$ cat src/rtl/seg_pkg.sv
package seg_pkg;

    // accumulator holds up to seven leftover bits plus one 17-bit codeword
    localparam int ACC_W   = 24;
    localparam int MAP_W   = 9;
    localparam int LEN_W   = 5;
    localparam int PEND_W  = 5;
    localparam int BYTE_W  = 8;
    localparam int TOTAL_W = 32;
    localparam int QDEPTH  = 2;

    typedef struct packed {
        logic signed [7:0] sample_value;
        logic              end_of_block;
    } t_in;

    typedef struct packed {
        logic [BYTE_W-1:0]  packed_byte;
        logic               block_done;
        logic [TOTAL_W-1:0] bit_total;
    } t_out;

    // classified request handed from front to back
    typedef struct packed {
        logic [MAP_W-1:0] mapped;
        logic [LEN_W-1:0] code_len;
        logic             last;
    } t_code;

endpackage

$ cat src/rtl/seg_fifo.sv
module seg_fifo #(
    parameter int WIDTH = 8,
    parameter int DEPTH = 2
) (
    input  logic             i_clk,
    input  logic             i_rst_n,
    input  logic             i_push,
    input  logic [WIDTH-1:0] i_data,
    output logic             o_full,
    input  logic             i_pop,
    output logic [WIDTH-1:0] o_data,
    output logic             o_empty
);
    localparam int PTR_W = (DEPTH > 1) ? $clog2(DEPTH) : 1;
    localparam int CNT_W = $clog2(DEPTH + 1);

    logic [WIDTH-1:0] r_mem [DEPTH];
    logic [PTR_W-1:0] r_wr_ptr, n_wr_ptr;
    logic [PTR_W-1:0] r_rd_ptr, n_rd_ptr;
    logic [CNT_W-1:0] r_cnt, n_cnt;
    logic             wr_en;
    logic             rd_en;

    assign o_full  = (r_cnt == CNT_W'(DEPTH));
    assign o_empty = (r_cnt == '0);
    assign o_data  = r_mem[r_rd_ptr];
    assign wr_en   = i_push && !o_full;
    assign rd_en   = i_pop && !o_empty;

    always_comb begin
        n_wr_ptr = r_wr_ptr;
        n_rd_ptr = r_rd_ptr;
        n_cnt    = r_cnt;
        if (wr_en) begin
            n_wr_ptr = (r_wr_ptr == PTR_W'(DEPTH - 1)) ? '0 : r_wr_ptr + 1'b1;
        end
        if (rd_en) begin
            n_rd_ptr = (r_rd_ptr == PTR_W'(DEPTH - 1)) ? '0 : r_rd_ptr + 1'b1;
        end
        if (wr_en && !rd_en) begin
            n_cnt = r_cnt + 1'b1;
        end else if (rd_en && !wr_en) begin
            n_cnt = r_cnt - 1'b1;
        end
    end

    always_ff @(posedge i_clk) begin
        if (!i_rst_n) begin
            r_wr_ptr <= '0;
            r_rd_ptr <= '0;
            r_cnt    <= '0;
        end else begin
            r_wr_ptr <= n_wr_ptr;
            r_rd_ptr <= n_rd_ptr;
            r_cnt    <= n_cnt;
        end
    end

    always_ff @(posedge i_clk) begin
        if (wr_en) begin
            r_mem[r_wr_ptr] <= i_data;
        end
    end

    a_cnt_bound: assert property (@(posedge i_clk) disable iff (!i_rst_n)
        r_cnt <= CNT_W'(DEPTH))
        else $error("queue fill beyond depth");

endmodule

$ cat src/rtl/seg_front.sv
module seg_front (
    input  seg_pkg::t_in   i_sample,
    input  logic           i_push,
    input  logic           i_q_full,
    output logic           o_full,
    output logic           o_q_push,
    output seg_pkg::t_code o_code
);
    import seg_pkg::*;

    logic [MAP_W-1:0] mag;
    logic [MAP_W-1:0] mapped;
    logic [LEN_W-1:0] bit_len;

    always_comb begin
        // magnitude of a negative sample, -128 gives 128
        mag = MAP_W'(0) - {i_sample.sample_value[7], i_sample.sample_value};
        if (i_sample.sample_value[7]) begin
            mapped = {mag[7:0], 1'b0};
        end else begin
            mapped = {i_sample.sample_value[7:0], 1'b1};
        end
        bit_len = '0;
        for (int i = 0; i < MAP_W; i++) begin
            if (mapped[i]) begin
                bit_len = LEN_W'(i + 1);
            end
        end
    end

    assign o_code.mapped   = mapped;
    assign o_code.code_len = {bit_len[LEN_W-2:0], 1'b0} - 1'b1;
    assign o_code.last     = i_sample.end_of_block;
    assign o_q_push        = i_push;
    assign o_full          = i_q_full;

endmodule

$ cat src/rtl/seg_pack.sv
module seg_pack #(
    parameter int COUNT_WIDTH = 32
) (
    input  logic           i_clk,
    input  logic           i_rst_n,
    input  seg_pkg::t_code i_code,
    input  logic           i_code_valid,
    output logic           o_code_pop,
    output seg_pkg::t_out  o_byte,
    output logic           o_push,
    input  logic           i_full
);
    import seg_pkg::*;

    logic [ACC_W-1:0]       r_acc, n_acc;
    logic [PEND_W-1:0]      r_pend, n_pend;
    logic [COUNT_WIDTH-1:0] r_count, n_count;
    logic                   r_work, n_work;
    logic                   r_last, n_last;

    logic [ACC_W-1:0]       acc_e;
    logic [PEND_W-1:0]      pend_e;
    logic                   fin;
    logic [ACC_W-1:0]       base_acc;
    logic [PEND_W-1:0]      base_pend;
    logic [COUNT_WIDTH-1:0] base_count;
    logic [PEND_W-1:0]      sh;
    logic [ACC_W-1:0]       acc_l;
    logic [PEND_W-1:0]      pend_l;
    logic [COUNT_WIDTH:0]   sum_l;
    logic [COUNT_WIDTH-1:0] count_l;
    logic [TOTAL_W-1:0]     total_sat;

    // emit the top byte of the accumulator
    assign o_push = r_work && !i_full;
    assign acc_e  = {r_acc[ACC_W-BYTE_W-1:0], {BYTE_W{1'b0}}};
    assign pend_e = (r_pend >= PEND_W'(BYTE_W)) ? r_pend - PEND_W'(BYTE_W) : '0;
    assign fin    = o_push && !(pend_e >= PEND_W'(BYTE_W) || (r_last && pend_e != '0));

    generate
        if (COUNT_WIDTH > TOTAL_W) begin : g_sat
            assign total_sat = (|r_count[COUNT_WIDTH-1:TOTAL_W]) ? '1
                                                                 : r_count[TOTAL_W-1:0];
        end else begin : g_ext
            assign total_sat = TOTAL_W'(r_count);
        end
    endgenerate

    assign o_byte.packed_byte = r_acc[ACC_W-1:ACC_W-BYTE_W];
    assign o_byte.block_done  = r_last && fin;
    assign o_byte.bit_total   = (r_last && fin) ? total_sat : '0;

    // next request may be loaded in the cycle the current one finishes
    assign o_code_pop = i_code_valid && (!r_work || fin);

    always_comb begin
        if (o_push && fin && r_last) begin
            base_acc   = '0;
            base_pend  = '0;
            base_count = '0;
        end else if (o_push) begin
            base_acc   = acc_e;
            base_pend  = pend_e;
            base_count = r_count;
        end else begin
            base_acc   = r_acc;
            base_pend  = r_pend;
            base_count = r_count;
        end

        // place the codeword right after the leftover bits
        sh      = PEND_W'(ACC_W) - base_pend - i_code.code_len;
        acc_l   = base_acc | (ACC_W'(i_code.mapped) << sh);
        pend_l  = base_pend + i_code.code_len;
        sum_l   = {1'b0, base_count} + (COUNT_WIDTH + 1)'(i_code.code_len);
        count_l = sum_l[COUNT_WIDTH] ? '1 : sum_l[COUNT_WIDTH-1:0];
    end

    always_comb begin
        n_acc   = r_acc;
        n_pend  = r_pend;
        n_count = r_count;
        n_work  = r_work;
        n_last  = r_last;
        if (o_code_pop) begin
            n_acc   = acc_l;
            n_pend  = pend_l;
            n_count = count_l;
            n_work  = (pend_l >= PEND_W'(BYTE_W)) || i_code.last;
            n_last  = i_code.last;
        end else if (o_push) begin
            n_acc   = base_acc;
            n_pend  = base_pend;
            n_count = base_count;
            n_work  = !fin;
        end
    end

    always_ff @(posedge i_clk) begin
        if (!i_rst_n) begin
            r_acc   <= '0;
            r_pend  <= '0;
            r_count <= '0;
            r_work  <= 1'b0;
            r_last  <= 1'b0;
        end else begin
            r_acc   <= n_acc;
            r_pend  <= n_pend;
            r_count <= n_count;
            r_work  <= n_work;
            r_last  <= n_last;
        end
    end

    a_pend_bound: assert property (@(posedge i_clk) disable iff (!i_rst_n)
        r_pend <= PEND_W'(ACC_W))
        else $error("pending bit count beyond accumulator");

    a_idle_partial: assert property (@(posedge i_clk) disable iff (!i_rst_n)
        !r_work |-> r_pend < PEND_W'(BYTE_W))
        else $error("whole byte left pending while idle");

    a_work_has_bits: assert property (@(posedge i_clk) disable iff (!i_rst_n)
        r_work |-> r_pend != '0)
        else $error("byte emission with no pending bits");

    a_block_clear: assert property (@(posedge i_clk) disable iff (!i_rst_n)
        (o_push && o_byte.block_done && !o_code_pop)
            |=> (r_pend == '0 && r_count == '0 && !r_work))
        else $error("block state not cleared after final byte");

endmodule

$ cat src/rtl/signed_exp_golomb_encoder.sv
// channel  | handshake            | payload
// ---------+----------------------+-------------------------------------------
// input    | push in, full out    | i_sample : sample_value, end_of_block
// result   | empty out, pop in    | o_result : packed_byte, block_done, bit_total
//
// the packer emits one byte per cycle while the result queue is not full, and a
// value stays there until its completed bytes are out; a block end adds its padded byte
// a value that completes no byte is absorbed without emitting one
// input and result sides each have a two-entry queue and stall on their own
// reset is synchronous, active low, and clears the queues and the packer

module signed_exp_golomb_encoder #(
    parameter int COUNT_WIDTH = 32
) (
    input  logic          i_clk,
    input  logic          i_rst_n,
    input  logic          push,
    output logic          full,
    input  seg_pkg::t_in  i_sample,
    output logic          empty,
    input  logic          pop,
    output seg_pkg::t_out o_result
);
    import seg_pkg::*;

    t_code code_in;
    t_code code_out;
    logic  q_push;
    logic  q_full;
    logic  q_empty;
    logic  q_pop;
    t_out  byte_out;
    logic  ob_push;
    logic  ob_full;

    seg_front u_front (
        .i_sample (i_sample),
        .i_push   (push),
        .i_q_full (q_full),
        .o_full   (full),
        .o_q_push (q_push),
        .o_code   (code_in)
    );

    seg_fifo #(
        .WIDTH ($bits(t_code)),
        .DEPTH (QDEPTH)
    ) u_code_q (
        .i_clk   (i_clk),
        .i_rst_n (i_rst_n),
        .i_push  (q_push),
        .i_data  (code_in),
        .o_full  (q_full),
        .i_pop   (q_pop),
        .o_data  (code_out),
        .o_empty (q_empty)
    );

    seg_pack #(
        .COUNT_WIDTH (COUNT_WIDTH)
    ) u_pack (
        .i_clk        (i_clk),
        .i_rst_n      (i_rst_n),
        .i_code       (code_out),
        .i_code_valid (!q_empty),
        .o_code_pop   (q_pop),
        .o_byte       (byte_out),
        .o_push       (ob_push),
        .i_full       (ob_full)
    );

    seg_fifo #(
        .WIDTH ($bits(t_out)),
        .DEPTH (QDEPTH)
    ) u_out_q (
        .i_clk   (i_clk),
        .i_rst_n (i_rst_n),
        .i_push  (ob_push),
        .i_data  (byte_out),
        .o_full  (ob_full),
        .i_pop   (pop),
        .o_data  (o_result),
        .o_empty (empty)
    );

endmodule
$ cat config.mk
export PLATFORM = sky130hd
export DESIGN_NAME = signed_exp_golomb_encoder
export DESIGN_NICKNAME = d
export VERILOG_FILES = /design/src/rtl/seg_pkg.sv /design/src/rtl/seg_fifo.sv /design/src/rtl/seg_front.sv /design/src/rtl/seg_pack.sv /design/src/rtl/signed_exp_golomb_encoder.sv
export SDC_FILE = /design/constraint.sdc
export NUM_CORES = 1
export LEC_CHECK = 0
export ABC_AREA = 1
export BUFFER_PORTS_ARGS = -buffer_cell sky130_fd_sc_hd__buf_4
export CAP_MARGIN = 25
export CORE_UTILIZATION = 50
export DETAILED_ROUTE_END_ITERATION = 10
export HOLD_SLACK_MARGIN = 0.02
export PLACE_DENSITY = 0.7
export SLEW_MARGIN = 20
export SYNTH_ARGS = -nofsm -noshare
export SYNTH_HDL_FRONTEND = slang
export SYNTH_SLANG_ARGS = --single-unit
$ cat constraint.sdc
create_clock -name i_clk -period 3.3 [get_ports i_clk]
set_input_delay 0.165 -clock i_clk [delete_from_list [all_inputs] [get_ports i_clk]]
set_output_delay 0.165 -clock i_clk [all_outputs]
set_load 0.1 [all_outputs]
==> results of run 1 <==
cells by family (layout without fill, tap and decap cells):
group | count (synthesis) | in the layout
xor+xnor | 21 | 21
buf+inv | 186 | 250
compound gates | 180 | 180
fa+ha+maj | 19 | 19
flops | 183 | 183
mux | 51 | 51
simple gates | 454 | 454
state kept, by name, indices dropped and copies added, names as in the netlist, named ones only:
signal             count
u_pack.r_pend          5
u_out_q.r_rd_ptr       1
u_out_q.r_wr_ptr       1
u_pack.r_last          1
u_code_q.r_wr_ptr      1
u_pack.r_work          1
u_code_q.r_mem        28
u_code_q.r_cnt         2
u_out_q.r_cnt          2
u_out_q.r_mem         82
u_code_q.r_rd_ptr      1
u_pack.r_count        32
u_pack.r_acc          24
repair_timing:
action	4_1_cts	5_1_grt
hold buffers	2	0
setup endpoints to repair	0	42
gates resized for setup	0	15
hold endpoints to repair	4	0
setup buffers	0	3
per-layer routing:
metal  up-vias  GRT usage (%)  routed length, um
met4         0          6.709                366
met1      3399          27.35               9090
met2       150          35.00               9300
li1       3743              -                  -
met3        26          3.590                728
met5         -              0                  0
area by class of cell:
cell class,instances,area (um2),area share [%]
Clock buffer,17,425.4,3.895
Clock inverter,15,138.9,1.272
Inverter,137,516.7,4.731
Multi-Input combinational cell,725,4135,37.86
Sequential cell,183,4767,43.65
Tap cell,234,292.8,2.681
Timing Repair Buffer,81,645.6,5.911
final timing paths:
check | from | endpoint | slack, ns | cells after the start
min | i_sample[7] | u_code_q.r_mem[1][14] | 0.07 | 2
max reg2reg | u_pack.r_work | u_pack.r_acc[9] | 0.17 | 15
min reg2reg | u_pack.r_acc[20] | u_out_q.r_mem[1][37] | 0.45 | 0
max | u_pack.r_work | u_pack.r_acc[9] | 0.17 | 15
cells in the final DEF (no fill, tap or decap), types with 5 or more instances in the layout:
master / netlist / final
sky130_fd_sc_hd__nand2_1: 218 / 213
sky130_fd_sc_hd__inv_1: 129 / 125
sky130_fd_sc_hd__nor2_1: 125 / 121
sky130_fd_sc_hd__edfxtp_1: 110 / 110
sky130_fd_sc_hd__buf_4: 3 / 76
sky130_fd_sc_hd__dfxtp_1: 73 / 71
sky130_fd_sc_hd__a21oi_1: 69 / 67
sky130_fd_sc_hd__nand3_1: 70 / 67
sky130_fd_sc_hd__o21ai_0: 65 / 64
sky130_fd_sc_hd__mux2_2: 49 / 49
sky130_fd_sc_hd__o211ai_1: 19 / 19
sky130_fd_sc_hd__clkbuf_16: 0 / 17
sky130_fd_sc_hd__xor2_1: 16 / 14
sky130_fd_sc_hd__inv_2: 7 / 11
sky130_fd_sc_hd__ha_1: 16 / 11
sky130_fd_sc_hd__nand2_2: 3 / 8
sky130_fd_sc_hd__nor2_4: 4 / 7
sky130_fd_sc_hd__nor2_2: 6 / 7
sky130_fd_sc_hd__nand4_1: 7 / 7
sky130_fd_sc_hd__nand3_2: 4 / 6
sky130_fd_sc_hd__a31oi_1: 6 / 6
sky130_fd_sc_hd__nor3_1: 5 / 5
sky130_fd_sc_hd__xnor2_1: 5 / 5
sky130_fd_sc_hd__a22oi_1: 5 / 5
stage by stage:
step / setup slack [ns] / util, % / cell area, um2 / cells
final: 0.1694 / 58.39 / 10920 / 1392
after global routing: -0.06724 / 58.39 / 10920 / 1392
after CTS: 0.05922 / 57.93 / 10840 / 1389
after detailed placement: 0.1335 / 54.81 / 10250 / 1355
after global placement: 0.1677 / 54.81 / 10250 / 1355
after floorplan: 0.01050 / - / 9608 / 1094
==> results list, run 1 <==
- The flow ran to the end, and the final reports show no timing, DRC or antenna violations.
- Area enclosed by the die boundary: 19,610 um2
* Clock Pin Slew Worst Setup and Hold Paths: 0.07 ns
- Pin count of the biggest net entering global routing: 102
- Leading area contributor after synthesis: sky130_fd_sc_hd__edfxtp_1
- After detailed routing, the number of remaining DRC violations is 0.
* Post-synthesis instance area: 9525 um2
* Fillers: 1,642
* Vias per cell: 5.257
* Kind of start point of the critical path: register
- After layout, the worst path uses 94.87% of the clock period.
- The share of synthesized area in the top cell type comes to 34.68%.
- Number of instances in the synthesized netlist: 1,094
- Setup violations remaining at the end of the flow were counted as 0.
* Starting Density: 50.92%
* Diode insertion count for antenna repair: 0
- Critical path peak fanout: 14
- The number of different library cells used by synthesis comes to 49.
* Total routing resource utilization after global routing: 20.83%
- Number of detailed-route iterations in the first pass: 6
- CTS HTree Levels: 4
- Max Root-Sink Buffers: 2
- Worst Path Buf+Inv: 4
- Proportion of synthesized flip-flops having asynchronous set or reset: 0%
- The final layout contains 1,177 nets.
- Total number of placement rows: 50
* Crit. End Element: register
- Count of nets left with antenna violations after detail routing: 0
- Of the cells placed in the final design, the portion with a size suffix greater than 1 is 19.43%.
- Count of pins over their slew limit: 0
- Via count: 7,318
- Core footprint: 18,710 um2
- In the final routed layout, each cell accounts on average for 14.00 um.
* Most used flip-flop cell after synthesis: sky130_fd_sc_hd__edfxtp_1
- The first global-routing pass estimated 32.81 mm of wire.
- Clock skew on the completed layout was measured at 0.01112 ns.
- Once detailed placement completed, the half-perimeter wirelength came to 13.47 mm.
* Boundary pin count: 56
- Summing the areas of all xor and xnor instances in the mapped netlist gives 1.931% of the synthesized area.
- Data arrival time of the critical path: 3.49 ns
- Sequential elements use 50.02% of the synthesized area.
- Number of enable-type register cells in the synthesized netlist: 110
* Synth Area in Simple Gates: 20.65%
- The total overflow left after global routing is 0.
- Unrepaired setup endpoints after global routing: yes
- The critical path goes through a21boi_4 -> nand3_4 -> nand2_1 -> inv_1 -> ha_2 -> ha_1 -> inv_1 -> fa_1 -> xor2_2 -> xor2_2 -> inv_2 -> nor2_4 -> buf_8 -> o211ai_1 -> a21oi_1.
- Setup total negative slack on the finished layout was measured at 0 ns.
- The initial antenna violation count is 0.
* Routability congestion estimate: 0.8306
- Mux contribution to synthesized area: 6.003%
- Clock Tree Root: sky130_fd_sc_hd__clkbuf_16
- CTS Buf Count: 17
- Post-synthesis compound-gate area fraction: 10.72%
- Slowest stage cell, crit path: sky130_fd_sc_hd__fa_1
- By area, the combinational part of the netlist is dominated by simple AND/OR/NAND/NOR gates.
- Post-synthesis register bit count: 183
- WL final: 19.49 mm
- Number of warnings printed during yosys synthesis: 0
- The final hold violation count came to 0.
* Largest delay contributor family on the critical path: adder cells
* Syn Nets: 1,126
- Crit Path Class: reg2reg
- Max-cap violations in this run came to 0.
- The via count of the first global-routing pass is 6,951.
* Post-synth top cells: sky130_fd_sc_hd__nand2_1, sky130_fd_sc_hd__inv_1, sky130_fd_sc_hd__nor2_1
* Worst-skew pair later-pin latency: 0.44 ns
- Mean area per synthesized cell: 8.707 um2
- The synthesized netlist devotes 2.732% of its cell area to adder and majority cells.
- Relative to the synthesized area, the layout overhead comes to 14.66%.
* Die H: 140.0 um
- Drt initial violations: 479
- In this run the worst hold path is classified as in2reg.
* Most common cell in the synthesized netlist: sky130_fd_sc_hd__nand2_1
- Port bufs: 55
- Endpoint required time on the critical path: 3.66 ns
* Minimum clock period: 3.131 ns
- Static timing analysis puts the maximum clock frequency at 0.3194 GHz.
- At the pin with the least slew margin, the transition time is 0.9848 ns.
- In this design, the stage delay of the slowest critical-path cell is 0.40 ns.
- Cells taking the most area after synthesis: sky130_fd_sc_hd__edfxtp_1, sky130_fd_sc_hd__dfxtp_1, sky130_fd_sc_hd__nand2_1, sky130_fd_sc_hd__mux2_2, sky130_fd_sc_hd__inv_1
- Hold timing on the final database bottoms out at a slack of 0.07034 ns.
* Number of sinks on the clock net: 183
- TritonCTS built the clock tree.
- Overall die width: 140.0 um
- Headroom to the max-slew limit came out at 34.35%.
Power of run 1 is left out: the tool's default activity adds up to more than one toggle a clock period on the data nets, which glitch-free logic cannot reach.
==> run 2, diff against run 1 <==
Settings changed: ABC_AREA 1 to unset.
==> results list, run 2 <==
- The run finished with clean final reports.
- Relative to the synthesized area, the layout overhead comes to 20.31%.
- Register with the most flip-flops: u_out_q.r_mem
- Number of warnings printed during yosys synthesis: 0
* Leakage dissipation: 3.987 nW
- Slack of the critical path: 0.05693 ns
- Crit. End Element: register
- In this run the core area contains 48 standard-cell rows.
- Yosys mapped a number of flops with a built-in enable equal to 110.
- Count of pins over their slew limit: 0
* Core footprint: 17,420 um2
- The via count of the first global-routing pass was 6,457.
- Unrepaired setup endpoints after global routing: yes
* Sequential cell area fraction in the yosys report: 52.93%
* Proportion of synthesized flip-flops having asynchronous set or reset: 0%
* Pin count of the biggest net entering global routing: 42
- Flip-flop count of the largest register, all copies and words added: 82
* Clock Pin Slew Worst Setup and Hold Paths: 0.07 ns
- Boundary pin count: 56
* Maximum resistive drop on vdd: 0.8406 mV
* Worst hold path type: in2reg
* WL final: 20.02 mm
- Kind of start point of the critical path: register
- Most used flip-flop cell after synthesis: sky130_fd_sc_hd__edfxtp_1
- Worst-skew pair later-pin latency: 0.43 ns
- The routed layout has 6,662 vias.
- Total grt overflow: 0
* Setup Viol. Count Final: 0
* Minimum clock period: 3.243 ns
- Die H: 136.2 um
- Area enclosed by the die boundary: 18,540 um2
* Routability congestion estimate: 0.9355
- Before CTS, the worst setup slack after placement is -0.05340 ns.
- The first global-routing pass estimated 32.31 mm of wire.
- At the pin with the least slew margin, the transition time is 0.8726 ns.
- Leading cell type in the layout, fill and taps excluded: sky130_fd_sc_hd__edfxtp_1
* Post-synthesis instance area: 9001 um2
* TritonCTS clock tree: built
- Achievable Freq: 0.3084 GHz
* Diode insertion count for antenna repair: 0
- Overall power after layout: 11.47 mW
- Data arrival time of the critical path: 3.60 ns
- Summed over all nets, the half-perimeter wirelength after detailed placement is 13.54 mm.
* Proportion of layout cells with a drive suffix above 1: 27.28%
* Count of distinct cell types in the synthesized netlist: 69
* Period utilisation layout: 98.27%
* Fillers: 1,400
- Port bufs: 55
- In the layout the commonest cells are sky130_fd_sc_hd__edfxtp_1, sky130_fd_sc_hd__buf_4, sky130_fd_sc_hd__dfxtp_1, sky130_fd_sc_hd__nand2_1, sky130_fd_sc_hd__nor2_1.
* Max Root-Sink Buffers: 2
* Overall die width: 136.2 um
- Across the routed clock network, the largest skew measured is 0.007078 ns.
- Synthesis produced a netlist whose cell count is 818.
* Count of max-cap constraint violations: 0
- After detailed routing, the average wire length per cell comes to 17.49 um.
- Leading area contributor after synthesis: sky130_fd_sc_hd__edfxtp_1
- Area of the multi-input gates: 4133 um2
- Number of detailed-route iterations in the first pass: 7
- Post-synthesis register bit count: 183
- The detailed router finished its first iteration with 466 violations.
- Remaining routing DRC violations: 0
- Syn Nets: 850
* Power per cell area: 1059 nW/um2
* Final number of hold-violating endpoints: 0
- Of all nets on the critical path, the largest fanout is 8.
- The initial utilization of the core area, before any placement, comes to 51.68%.
* Fraction of synthesized cell area taken by the top area cell type: 36.70%
- The worst setup path is of the reg2reg kind.
- Counting instances in the post-synthesis netlist gives the leading cell types as sky130_fd_sc_hd__edfxtp_1, sky130_fd_sc_hd__dfxtp_1, sky130_fd_sc_hd__nand2_1.
- In this run the number of H-tree levels came out at 4.
- Biggest registers after layout: u_out_q.r_mem (82), u_pack.r_count (32), u_code_q.r_mem (28)
* Initial antenna violation count: 0
- By area the synthesized netlist is led by sky130_fd_sc_hd__edfxtp_1, sky130_fd_sc_hd__dfxtp_1, sky130_fd_sc_hd__mux2_2, sky130_fd_sc_hd__nand2_1, sky130_fd_sc_hd__and2_1.
* Count of nets left with antenna violations after detail routing: 0
* Total routing resource utilization after global routing: 22.48%
- Flip-flop and latch area: 4770 um2
* Clock Tree Root: sky130_fd_sc_hd__clkbuf_16
- In the final design database the tool counted 939 nets.
- Averaged over all synthesized cells, the footprint is 11.00 um2.
- In the post-synthesis netlist, the cell with the most instances is sky130_fd_sc_hd__edfxtp_1.
- STA puts the critical path data required time at 3.66 ns.
* Number of sinks on the clock net: 183
* Vias per cell: 5.818
- CTS Buf Count: 17
- Worst relative slew slack: 41.29%
run 2: cell types whose count changed after synthesis, sizes merged, moves of 37 or more:
| cell | delta |
|---|---|
| nand3 | -49 |
| nand2 | -150 |
| a21oi | -37 |
| and2 | +39 |
| nor2 | -84 |
| inv | -109 |
run 2: per-stage QoR:
step,utilization [%],std cells,setup TNS [ns],hold WS [ns],cell area (um2)
2_1_floorplan,-,818,-0.008980,0.2639,9082
6_report,62.18,1145,0,0.08987,10830
3_3_place_gp,56.64,1092,0,0.3506,9864
3_5_place_dp,56.64,1092,-0.3757,0.3561,9864
5_1_grt,62.18,1145,-0.2473,0.1066,10830
4_1_cts,61.08,1137,0,0.08027,10640
run 2: routing by layer:
metal  vias to the layer above  share of wire, %  global-route usage, %
li1                       3195                 -                      -
met1                      3240                45                  29.83
met2                       199                49                  36.97
met3                        28               4.3                  3.542
met4                         0               1.9                  8.519
met5                         -                 0                      0
run 2: power breakdown:
group,internal (mW),switching (mW)
Combinational,2.09,4.07
Clock,1.23,0.879
Sequential,2.95,0.255
Total,6.26,5.21
run 2: worst max-delay path, stage by stage (launching register included):
cell	delay (ns)
sky130_fd_sc_hd__dfxtp_2	0.37
sky130_fd_sc_hd__inv_2	0.07
sky130_fd_sc_hd__ha_4	0.17
sky130_fd_sc_hd__buf_4	0.13
sky130_fd_sc_hd__a22o_1	0.19
sky130_fd_sc_hd__mux2_4	0.28
sky130_fd_sc_hd__nand3_4	0.13
sky130_fd_sc_hd__nand2_2	0.09
sky130_fd_sc_hd__fa_2	0.38
sky130_fd_sc_hd__nand2b_4	0.16
sky130_fd_sc_hd__a21oi_4	0.15
sky130_fd_sc_hd__buf_4	0.13
sky130_fd_sc_hd__nor2_1	0.07
sky130_fd_sc_hd__or3_4	0.41
sky130_fd_sc_hd__buf_4	0.15
sky130_fd_sc_hd__xor2_1	0.13
sky130_fd_sc_hd__o21ai_0	0.15
run 2: final cells by class:
class,instances,share of cell area (%)
clock buffers,22,4.495
clock inverters,10,1.213
inverters,29,1.005
multi-input cells,562,38.16
flip-flops and latches,183,44.04
well taps,225,2.600
repair buffers,114,8.481
run 2: cell families (layout without fill, tap and decap cells):
| kind of cell | Yosys count | in the layout | synth area share [%] |
|---|---|---|---|
| DFF | 183 | 183 | 52.93 |
| adders and majority gates | 19 | 19 | 2.891 |
| AOI/OAI and AO/OA | 165 | 165 | 12.11 |
| muxes | 69 | 69 | 9.452 |
| xor gates and xnor gates | 38 | 38 | 3.698 |
| and+or+nand+nor | 271 | 271 | 15.65 |
| buffers and inverters | 73 | 175 | 3.267 |
run 2: path summary, 6_finish.rpt:
kind         depth (start not counted)  slack (ns)                     to              from
min reg2reg                          2        0.46        u_pack.r_acc[4]   u_pack.r_acc[4]
max                                 16        0.06     u_pack.r_count[12]  u_pack.r_pend[4]
min                                  3        0.09  u_code_q.r_mem[0][12]       i_sample[6]
max reg2reg                         16        0.06     u_pack.r_count[12]  u_pack.r_pend[4]
run 2: timing repair:
action | in CTS | in global routing
endpoints found under the hold margin | 4 | 0
resized for setup | 17 | 26
setup endpoints to repair | 32 | 50
pin swaps | 6 | 8
hold buffers | 2 | 0
buffers inserted | 11 | 6
Note: power is estimated with default switching activity, not from simulation.
